### src/hdl/sopll_pkg.sv
`timescale 1ns / 1ps

package sopll_pkg;

   // Width of the CORDIC x/y datapath: 17-bit folded input times the
   // CORDIC gain (about 1.65) times sqrt(2), plus sign.
   localparam int CORDIC_XW = 19;

   localparam int ATAN_ENTRIES = 24;

   // atan(2^-i) in 32-bit turns.
   localparam logic [31:0] ATAN_TURNS [ATAN_ENTRIES] = '{
      32'h20000000, 32'h12E4051D, 32'h09FB385B, 32'h051111D4, 32'h028B0D43,
      32'h0145D7E1, 32'h00A2F61E, 32'h00517C55, 32'h0028BE53, 32'h00145F2F,
      32'h000A2F98, 32'h000517CC, 32'h00028BE6, 32'h000145F3, 32'h0000A2F9,
      32'h0000517C, 32'h000028BE, 32'h0000145F, 32'h00000A2F, 32'h00000517,
      32'h0000028B, 32'h00000145, 32'h000000A2, 32'h00000051
   };

   // 1 / CORDIC gain in Q1.15
   localparam longint INV_GAIN_Q15 = 64'sd19898;

   localparam int CSR_INDEX_W = 4;
   localparam logic [CSR_INDEX_W-1:0] CSR_PHASE_GAIN = 4'd0;
   localparam logic [CSR_INDEX_W-1:0] CSR_FREQ_GAIN  = 4'd1;

   localparam logic [15:0] PHASE_GAIN_RESET = 16'd3277;
   localparam logic [15:0] FREQ_GAIN_RESET  = 16'd20972;

   typedef struct packed {
      logic [15:0] phase_gain;
      logic [15:0] freq_gain;
   } gains_type;

   function automatic logic [15:0] sat16(input longint v);
      logic [15:0] r;
      if (v > 64'sd32767) begin
         r = 16'h7FFF;
      end else if (v < -64'sd32768) begin
         r = 16'h8000;
      end else begin
         r = v[15:0];
      end
      return r;
   endfunction

   // Rotation-mode CORDIC of a quantized phase; {sin, cos}, cos in the low half.
   // Evaluated at elaboration only, to fill the sine table.
   function automatic logic [31:0] sin_cos_entry(input logic [31:0] q, input int steps);
      longint z;
      longint x;
      longint y;
      longint dx;
      longint dy;
      logic   neg;
      z   = longint'(signed'(q));
      x   = INV_GAIN_Q15;
      y   = 64'sd0;
      neg = 1'b0;
      if (z > 64'sd1073741824) begin
         z   = z - 64'sd2147483648;
         neg = 1'b1;
      end else if (z < -64'sd1073741824) begin
         z   = z + 64'sd2147483648;
         neg = 1'b1;
      end
      for (int i = 0; i < steps; i++) begin
         dx = y >>> i;
         dy = x >>> i;
         if (z >= 64'sd0) begin
            x = x - dx;
            y = y + dy;
            z = z - longint'({32'd0, ATAN_TURNS[i]});
         end else begin
            x = x + dx;
            y = y - dy;
            z = z + longint'({32'd0, ATAN_TURNS[i]});
         end
      end
      if (neg) begin
         x = -x;
         y = -y;
      end
      return {sat16(y), sat16(x)};
   endfunction

endpackage

### src/hdl/sopll_csr.sv
`timescale 1ns / 1ps

module sopll_csr (
   input  logic                                clock,
   input  logic                                reset,
   input  logic                                csr_valid,
   output logic                                csr_ready,
   input  logic [sopll_pkg::CSR_INDEX_W-1:0]   csr_index,
   input  logic [15:0]                         csr_data,
   output sopll_pkg::gains_type                gains
);

   sopll_pkg::gains_type gains_ff;
   sopll_pkg::gains_type gains_in;

   assign csr_ready = 1'b1;
   assign gains     = gains_ff;

   always_comb begin
      gains_in = gains_ff;
      if (csr_valid) begin
         unique case (csr_index)
            sopll_pkg::CSR_PHASE_GAIN: gains_in.phase_gain = csr_data;
            sopll_pkg::CSR_FREQ_GAIN:  gains_in.freq_gain  = csr_data;
            default:                   gains_in = gains_ff;  // drop unknown index
         endcase
      end
   end

   always_ff @(posedge clock) begin
      if (reset) begin
         gains_ff.phase_gain <= sopll_pkg::PHASE_GAIN_RESET;
         gains_ff.freq_gain  <= sopll_pkg::FREQ_GAIN_RESET;
      end else begin
         gains_ff <= gains_in;
      end
   end

endmodule

### config.mk
export PLATFORM = sky130hd
export DESIGN_NAME = sopll_csr
export DESIGN_NICKNAME = d
export VERILOG_FILES = /design/src/hdl/sopll_pkg.sv /design/src/hdl/sopll_csr.sv
export SDC_FILE = /design/constraint.sdc
export NUM_CORES = 1
export LEC_CHECK = 0
export BUFFER_PORTS_ARGS = -buffer_cell sky130_fd_sc_hd__buf_2
export CAP_MARGIN = 20
export CORE_ASPECT_RATIO = 0.7
export CORE_UTILIZATION = 30
export DETAILED_ROUTE_END_ITERATION = 8
export GPL_TIMING_DRIVEN = 0
export PLACE_DENSITY = 0.6
export SYNTH_ARGS = -nofsm -noshare
export SYNTH_HDL_FRONTEND = slang
export SYNTH_SLANG_ARGS = --single-unit
### constraint.sdc
create_clock -name clock -period 1.8 [get_ports clock]
set_clock_uncertainty 0.15 [all_clocks]
set_input_delay 0 -clock clock [delete_from_list [all_inputs] [get_ports clock]]
set_output_delay 0 -clock clock [all_outputs]
set_load 0.005 [all_outputs]
==> out/metrics.cfg <==
[outcome]
status=finished, final reports clean

[clocking]
h-tree-depth=2
cts-root-buf=clkbuf_8
cts_buffers=5
clk_latency_ns=0.28
clock_path_buffers=2
clk_pin_slew_worst_paths_ns=0.07
clock-sinks=32
cts_tree=yes

[floorplan]
ios=56
die_w_microns=82.1
die_h_microns=58.1
floorplan.initialDensity=0.328
dieArea_sq_mm=0.00477
core_sq_mm=0.00411
rows=19

[place]
place_congestion=0.671
dp_hpwl_mm=2.27
numPlacedInstances=235
portBuffers=53

[yosys]
synth_area_leader_cell=dfxtp_1
synthTopCellsByArea=dfxtp_1 47%, mux2i_1 19%, nand2b_1 12%, nor2_1 5.0%, a211o_1 2.6%
syn_area_sq_mm=0.00135
ys_warn_count=0
synth.avg_cell_area_sq_um=10.4
syn_inst=130
synth_seq_area_share=0.475
ys_types=19
netlist.area_leader.share=0.475
synth_nets=153
synth.ff_latch_count=32

[drt]
wirelength_mm=3.37
final_antenna_net_count=0
vias=1164
drt_iter0_drc=30
drt_pass1_iterations=4
vias_per_cell=4.34
wl_per_cell_microns=12.6
drc=0

[critical_path]
r2r_setup_slack_ns=0.25
reg2reg_from=gains[12]
crit_fanout=10
worstSetupPathType=in2reg
cp-start-kind=primary input
reg2reg_to=gains[12]
reg2reg_depth=3
crit_required_ns=1.82
crit_arrival_ns=1.75
end_kind=flop

[finish]
nets=238
syn_to_final_growth_pct=49.9
final_layout_size_suffix_gt1_frac=0.324
antenna_cells=0
final_cells=268
largest_register_ffs=32

[global_route]
grt_start_max_net_pins=11
antenna_found_initial=0
grt_pass1_vias=1111
grt_remaining_overflow=0
grtUsageTotal=0.156
grt_first_pass_wirelength_mm=5.33

[min_path]
min_from=csr_index[0]
holdPathStages=3
hold_path.class=in2reg
holdPathEnd=gains[6]

[power_and_ir_drop]
power.total_mw=1.44
powerDensity_mw_per_mm2=714
leakage_nw=0.872
vdd_drop_max_mv=0.356

[flow_run]
max_cap_violations=0

[timing]
grt_setup_unrepaired=no
final-hold-violation-count=0
max_freq_ghz=0.579
period_minus_slack_ns=1.73
slew_violations=0
setup_viol=0
relSlewSlack=0.657
fin_tns_setup_ns=0
tightest_slew_ns=0.513
period_share=0.960

-- how the worst max path moves through the flow --
| stage | from | end | slack (ns) | depth (start not counted) |
|---|---|---|---|---|
| floorplan | csr_index[1] | gains[22] | 0.51 | 5 |
| global placement | csr_index[1] | gains[24] | 0.17 | 6 |
| detailed placement | csr_index[1] | gains[18] | 0.16 | 6 |
| CTS | reset | gains[12] | 0.05 | 5 |
| global route | reset | gains[12] | 0.03 | 5 |
| finish | reset | gains[12] | 0.07 | 5 |
-- what timing repair did --
item | CTS | global route
gates resized for setup | 0 | 4
buffers inserted | 0 | 0
hold buffers | 25 | 0
endpoints found under the setup margin | 0 | 6
endpoints found under the hold margin | 32 | 0
-- cell usage after synthesis --
library cell	instances
mux2i_1	25
and2b_2	1
buf_2	1
clkbuf_8	1
nand2_2	1
and2_2	1
dfxtp_1	32
buf_6	1
nand2b_1	26
buf_4	1
a211o_1	4
conb_1	1
nand4b_1	3
clkbuf_1	5
nor2_1	18
buf_8	1
a21boi_0	4
o21ai_0	3
nor4b_4	1
-- cell usage in the layout (no fill, tap or decap), drive strengths merged, types with 3 or more instances in the layout --
master | Yosys | final
a211o | 4 | 4
a21boi | 4 | 4
buf | 4 | 57
clkbuf | 6 | 14
dfxtp | 32 | 32
dlygate4sd3 | 0 | 25
mux2i | 25 | 25
nand2b | 26 | 26
nand4b | 3 | 3
nor2 | 18 | 18
o21ai | 3 | 3
-- final cells by class --
type / instances / area, sq um
plain buffers: 10 / 73.8
clock buffers: 8 / 90.1
fillers: 403 / 2090
multi-input cells: 88 / 637
flip-flops and latches: 32 / 641
well taps: 52 / 65.1
repair buffers: 78 / 515
-- worst max-delay path, cell delays in order --
cell and delay, ns:
dlygate4sd3_1 0.54, buf_2 0.15, clkbuf_2 0.22, a211o_1 0.27
dlygate4sd3_1 0.57
-- stage by stage --
| stage | area (sq um) | setup slack [ns] | hold slack, ns | utilization |
|---|---|---|---|---|
| 6_report | 2020 | 0.0724 | 0.0900 | 0.492 |
| 5_1_grt | 2020 | 0.0328 | 0.117 | 0.492 |
| 4_1_cts | 2020 | 0.0486 | 0.0797 | 0.491 |
| 3_5_place_dp | 1680 | 0.163 | 0.0781 | 0.408 |
| 3_3_place_gp | 1680 | 0.173 | 0.0815 | 0.408 |
| 2_1_floorplan | 1350 | 0.514 | -0.0320 | - |
-- report_power, final --
| group | total (mW) | switching [mW] | internal [mW] | leakage [nW] |
|---|---|---|---|---|
| Combinational | 0.148 | 0.0618 | 0.0863 | 0.568 |
| Clock | 0.572 | 0.261 | 0.312 | 0.0455 |
| Sequential | 0.723 | 0.00479 | 0.718 | 0.259 |
| Total | 1.44 | 0.327 | 1.12 | 0.872 |
-- routing by layer --
layer,global-route usage,routed length [microns]
met1,0.221,1780
met3,0.0740,282
met5,0,0
met2,0.203,1260
met4,0.0526,44
-- cell families after synthesis --
| kind of cell | share of synthesized area |
|---|---|
| muxes | 0.186 |
| buffers and inverters | 0.0529 |
| and+or+nand+nor | 0.224 |
| other | 0.00278 |
| AOI/OAI and AO/OA | 0.0594 |
| DFF | 0.475 |
Power figures use the tool's default switching activity.
