**config.mk**
```make
export PLATFORM = sky130hd
export DESIGN_NAME = sopll_vector
export DESIGN_NICKNAME = d
export VERILOG_FILES = /design/src/hdl/sopll_pkg.sv /design/src/hdl/sopll_vector.sv
export SDC_FILE = /design/constraint.sdc
export NUM_CORES = 2
export LEC_CHECK = 0
export BUFFER_PORTS_ARGS = -buffer_cell sky130_fd_sc_hd__buf_4
export CAP_MARGIN = 10
export CORE_ASPECT_RATIO = 0.8
export CORE_MARGIN = 1.5
export CORE_UTILIZATION = 25
export DETAILED_ROUTE_END_ITERATION = 12
export PLACE_DENSITY_LB_ADDON = 0.25
export SYNTH_ARGS = -nofsm -noshare
export SYNTH_HDL_FRONTEND = slang
export SYNTH_SLANG_ARGS = --single-unit
```
**constraint.sdc**
```tcl
create_clock -name clock -period 10.2 [get_ports clock]
set_input_delay 0.51 -clock clock [delete_from_list [all_inputs] [get_ports clock]]
set_output_delay 0.51 -clock clock [all_outputs]
set_load 0.01 [all_outputs]
```
**src/hdl/sopll_pkg.sv**
```systemverilog
`timescale 1ns / 1ps

package sopll_pkg;

   // Width of the CORDIC x/y datapath: 17-bit folded input times the
   // CORDIC gain (about 1.65) times sqrt(2), plus sign.
   localparam int CORDIC_XW = 19;

   localparam int ATAN_ENTRIES = 24;

   // atan(2^-i) in 32-bit turns.
   localparam logic [31:0] ATAN_TURNS [ATAN_ENTRIES] = '{
      32'h20000000, 32'h12E4051D, 32'h09FB385B, 32'h051111D4, 32'h028B0D43,
      32'h0145D7E1, 32'h00A2F61E, 32'h00517C55, 32'h0028BE53, 32'h00145F2F,
      32'h000A2F98, 32'h000517CC, 32'h00028BE6, 32'h000145F3, 32'h0000A2F9,
      32'h0000517C, 32'h000028BE, 32'h0000145F, 32'h00000A2F, 32'h00000517,
      32'h0000028B, 32'h00000145, 32'h000000A2, 32'h00000051
   };

   // 1 / CORDIC gain in Q1.15
   localparam longint INV_GAIN_Q15 = 64'sd19898;

   localparam int CSR_INDEX_W = 4;
   localparam logic [CSR_INDEX_W-1:0] CSR_PHASE_GAIN = 4'd0;
   localparam logic [CSR_INDEX_W-1:0] CSR_FREQ_GAIN  = 4'd1;

   localparam logic [15:0] PHASE_GAIN_RESET = 16'd3277;
   localparam logic [15:0] FREQ_GAIN_RESET  = 16'd20972;

   typedef struct packed {
      logic [15:0] phase_gain;
      logic [15:0] freq_gain;
   } gains_type;

   function automatic logic [15:0] sat16(input longint v);
      logic [15:0] r;
      if (v > 64'sd32767) begin
         r = 16'h7FFF;
      end else if (v < -64'sd32768) begin
         r = 16'h8000;
      end else begin
         r = v[15:0];
      end
      return r;
   endfunction

   // Rotation-mode CORDIC of a quantized phase; {sin, cos}, cos in the low half.
   // Evaluated at elaboration only, to fill the sine table.
   function automatic logic [31:0] sin_cos_entry(input logic [31:0] q, input int steps);
      longint z;
      longint x;
      longint y;
      longint dx;
      longint dy;
      logic   neg;
      z   = longint'(signed'(q));
      x   = INV_GAIN_Q15;
      y   = 64'sd0;
      neg = 1'b0;
      if (z > 64'sd1073741824) begin
         z   = z - 64'sd2147483648;
         neg = 1'b1;
      end else if (z < -64'sd1073741824) begin
         z   = z + 64'sd2147483648;
         neg = 1'b1;
      end
      for (int i = 0; i < steps; i++) begin
         dx = y >>> i;
         dy = x >>> i;
         if (z >= 64'sd0) begin
            x = x - dx;
            y = y + dy;
            z = z - longint'({32'd0, ATAN_TURNS[i]});
         end else begin
            x = x + dx;
            y = y - dy;
            z = z + longint'({32'd0, ATAN_TURNS[i]});
         end
      end
      if (neg) begin
         x = -x;
         y = -y;
      end
      return {sat16(y), sat16(x)};
   endfunction

endpackage

```
**src/hdl/sopll_vector.sv**
```systemverilog
`timescale 1ns / 1ps

// Pipelined vectoring CORDIC: output angle in 32-bit turns, two iterations per stage.
module sopll_vector #(
   parameter int CORDIC_STEPS = 16
) (
   input  logic               clock,
   input  logic               reset,
   input  logic               in_valid,
   output logic               in_ready,
   input  logic signed [15:0] in_i,
   input  logic signed [15:0] in_q,
   output logic               out_valid,
   input  logic               out_ready,
   output logic [31:0]        out_angle
);

   localparam int XW = sopll_pkg::CORDIC_XW;
   localparam int NS = (CORDIC_STEPS + 1) / 2;

   logic                 valid_ff [NS+1];
   logic                 valid_in [NS+1];
   logic                 en       [NS+1];
   logic signed [XW-1:0] x_ff     [NS+1];
   logic signed [XW-1:0] x_in     [NS+1];
   logic signed [XW-1:0] y_ff     [NS+1];
   logic signed [XW-1:0] y_in     [NS+1];
   logic [31:0]          z_ff     [NS+1];
   logic [31:0]          z_in     [NS+1];
   logic                 zero_ff  [NS+1];
   logic                 zero_in  [NS+1];

   // Stage enables: a stage loads when empty or when its item moves on.
   always_comb begin
      en[NS] = !valid_ff[NS] || out_ready;
      for (int k = NS - 1; k >= 0; k--) begin
         en[k] = !valid_ff[k] || en[k+1];
      end
   end

   assign in_ready  = en[0];
   assign out_valid = valid_ff[NS];
   assign out_angle = zero_ff[NS] ? 32'd0 : z_ff[NS];

   always_comb begin
      logic signed [XW-1:0] xe;
      logic signed [XW-1:0] ye;
      logic signed [XW-1:0] xa;
      logic signed [XW-1:0] ya;
      logic signed [XW-1:0] dx;
      logic signed [XW-1:0] dy;
      logic [31:0]          za;

      // Fold the left half-plane onto the right by a half turn.
      xe = {{(XW-16){in_i[15]}}, in_i};
      ye = {{(XW-16){in_q[15]}}, in_q};
      valid_in[0] = in_valid;
      zero_in[0]  = (in_i == 16'sd0) && (in_q == 16'sd0);
      if (in_i[15]) begin
         x_in[0] = -xe;
         y_in[0] = -ye;
         z_in[0] = 32'h8000_0000;
      end else begin
         x_in[0] = xe;
         y_in[0] = ye;
         z_in[0] = 32'd0;
      end

      for (int s = 0; s < NS; s++) begin
         xa = x_ff[s];
         ya = y_ff[s];
         za = z_ff[s];
         for (int j = 0; j < 2; j++) begin
            if (2 * s + j < CORDIC_STEPS) begin
               dx = ya >>> (2 * s + j);
               dy = xa >>> (2 * s + j);
               if (!ya[XW-1]) begin
                  xa = xa + dx;
                  ya = ya - dy;
                  za = za + sopll_pkg::ATAN_TURNS[2 * s + j];
               end else begin
                  xa = xa - dx;
                  ya = ya + dy;
                  za = za - sopll_pkg::ATAN_TURNS[2 * s + j];
               end
            end
         end
         valid_in[s+1] = valid_ff[s];
         zero_in[s+1]  = zero_ff[s];
         x_in[s+1]     = xa;
         y_in[s+1]     = ya;
         z_in[s+1]     = za;
      end
   end

   always_ff @(posedge clock) begin
      for (int k = 0; k <= NS; k++) begin
         if (reset) begin
            valid_ff[k] <= 1'b0;
         end else if (en[k]) begin
            valid_ff[k] <= valid_in[k];
         end
         if (en[k]) begin
            zero_ff[k]  <= zero_in[k];
            x_ff[k]     <= x_in[k];
            y_ff[k]     <= y_in[k];
            z_ff[k]     <= z_in[k];
         end
      end
   end

endmodule

```
==> results.toml <==
[cts]
cts-buffers-inserted = 66
cts.repair.resized = 0
cts_buffer_depth = 3
numClockSinks = 530
tritoncts_clock_tree = "yes"
cts_root_buffer = "clkbuf_16"
cts_max_level = 3
clkSlewWorstSetupHoldPaths_ns = 0.07
clk-insertion-delay-late_ns = 0.67

[logic_synthesis]
yosys_warnings = 0
yosys.cell_types.count = 97
post_synth_fa_ha_maj_area_fraction_pct = 19.72
syn-instance-count = 7677
compound_gate_fraction_of_synth_area_pct = 21.59
yosys.area.top_type = "edfxtp_1"
syn_area_per_cell_um2 = 8.586
synth_top_family_by_area = "compound AO/OA/AOI/OAI gates"
synth_most_common_cell = "ha_1"
proportion_of_synthesized_chip_area_in_sequential_cells_pct = 24.15
synth_xor_area_share_pct = 13.69
synth.cell_area_um2 = 65910
synth-main-ff-cell = "edfxtp_1"
async_set_or_reset_register_ratio_after_synthesis_pct = 0
ys_top_cells_by_count = "ha_1, xnor2_1, a21oi_1"
synth.area.mux_share_pct = 0.6207
ys_seq_elements = 530
synth_enable_flop_cells = 530
yosys.area.top_type_share_pct = 24.15
post_synth_main_area_contributors = "edfxtp_1, ha_1, xnor2_1"
simple_gate_share_of_the_synthesized_area_pct = 16.67

[drt]
initial_drt_pass_iterations = 5
wl_final_um = 185600
drc_errors = 0
wire_per_inst_um = 16.47
vias_per_cell = 4.952
detailroute.via_count = 55820
drt.antenna.violating_nets = 0
drtIter0Drc = 3988

[critical_path]
cp-end-kind = "flop"
worst_endpoint_required_time_ns = 10.60
critical_path.startpoint_type = "flop"
timing_worst_setup_path_type = "reg2reg"
timing.critical_path.arrival_ns = 8.46
worstPathMaxFanout = 24

[place]
numPortBuffers = 69
hpwl_um = 152000
routabilityCongestion = 0.8732

[global_routing]
grt_util_met3_pct = 1.354
grt_pass1_vias = 52360
grt.total_usage_pct = 13.47
global_route.overflow_total = 0
grt_max_degree = 74
global_route.usage.met1_pct = 20.73
busiest_layer = "met1"
grt_pass1_wl_um = 291200
antenna_found_initial = 4
grt_util_met2_pct = 20.07

[timing]
final-setup-viol-count = 0
max_clock_freq_mhz = 124.1
layout_worst_path_cycle_share_pct = 78.98
timing.slew.headroom_pct = 14.95
timing.setup.tns_ns = 0
clock-skew-final_ns = 0.04152
timing.final.max_slew_violations = 0
finalHoldViolations = 0
timing.final.crit_period_ns = 8.056
setup_repair_after_global_routing_missed_its_margin = "false"
worstMarginPinSlew_ns = 1.268

[floorplanning]
chipHeight_um = 462.3
die-area_um2 = 266800
start_util_pct = 25.15
core_area_um2 = 262100
core.rowCount = 168
die-width_um = 577.1
io_pins = 70

[outcome]
run_status = "complete, no violations"

[job]
cap_viol_max_count = 0

[layout]
antennaDiodeCount = 0
signed_area_change_from_the_synthesized_netlist_to_the_final_layout_pct = 10.47
net_count_of_the_finished_layout = 8795
share_of_final_layout_standard_cells_stronger_than_drive_strength_1_pct = 4.289

[min_path]
timing.hold.worst.class = "in2reg"
## final timing paths
path,start,endpoint,slack (ns),depth (start not counted)
min reg2reg,zero_ff[0][7],zero_ff[0][8],0.42,0
min,in_q[0],y_ff[0][0],0.08,1
max,y_ff[0][94],z_ff[0][188],2.14,22
max reg2reg,y_ff[0][94],z_ff[0][188],2.14,22
## cells by family after synthesis
kind of cell / count (synthesis)
other: 1
multiplexers: 38
AND/OR/NAND/NOR: 2230
XOR/XNOR: 1028
flip-flops: 530
adder cells (fa/ha/maj): 1015
buffers and inverters: 621
AO/OA/AOI/OAI: 2214
## per-stage QoR
stage | std cells | instance area, µm² | hold slack (ns) | setup WS, ns | utilization (%)
final | 11270 | 72820 | 0.08128 | 2.144 | 27.78
after floorplan | 7679 | 65920 | 0.4003 | 2.911 | -
after global placement | 11160 | 70730 | 0.4029 | 2.276 | 26.98
after global routing | 11270 | 72820 | 0.03227 | 1.386 | 27.78
after detailed placement | 11160 | 70730 | 0.4045 | 2.186 | 26.98
after CTS | 11270 | 72820 | 0.01174 | 2.132 | 27.78
## registers in the layout, summed over array words and instances (netlist names)
signal,flops
valid_ff,9
x_ff,138
y_ff,152
z_ff,222
zero_ff,9
## layer usage
metal | share of wire (%) | vias to the layer above
met2 | 41 | 1024
met1 | 54 | 26380
met5 | 0 | -
li1 | - | 28280
met3 | 3.9 | 141
met4 | 1.5 | 0
## repair_timing
action,4_1_cts,5_1_grt
endpoints found under the hold margin,1,0
setup buffers,0,0
hold buffers,1,0
setup endpoints to repair,0,0
## cell type report
cell class,instances,area [µm²]
multi-input combinational,6528,47740
clock inverter,35,360.3
inverter,511,1918
tap,3485,4360
fill,27720,189300
clock buffer,77,1714
timing repair buffer,107,805.8
sequential,530,15920
## layout by cell type (no fill, tap or decap), drive strengths merged, types with 97 or more instances in the layout
| cell | Yosys | layout |
|---|---|---|
| ha | 975 | 975 |
| xnor2 | 755 | 755 |
| a21oi | 668 | 668 |
| nor2 | 665 | 665 |
| edfxtp | 530 | 530 |
| inv | 509 | 511 |
| o21ai | 443 | 443 |
| nand2 | 416 | 416 |
| xor2 | 272 | 272 |
| nor3 | 271 | 271 |
| a21o | 261 | 261 |
| nor2b | 164 | 164 |
| nand3 | 156 | 156 |
| o21a | 150 | 150 |
| nand2b | 125 | 125 |
| buf | 18 | 106 |
| a31oi | 97 | 97 |
## worst max-delay path: stages, from the launching register on
cell,delay [ns]
edfxtp_1,1.14
inv_1,0.69
o21ai_0,0.27
xnor2_1,0.13
ha_1,0.24
or3_1,0.42
o211ai_1,0.21
a21boi_1,0.13
a311oi_1,0.43
a21oi_1,0.17
xnor2_2,0.17
inv_1,0.43
buf_4,0.42
ha_1,0.34
a211oi_1,0.34
o31ai_1,0.18
o41ai_1,0.82
a211oi_1,0.24
nor2_1,0.25
o211ai_1,0.18
or2_2,0.30
a21oi_1,0.18
xnor2_1,0.08
Power is not shown: default switching activity piles up to over one toggle a cycle in this logic, so the estimate is an artifact.
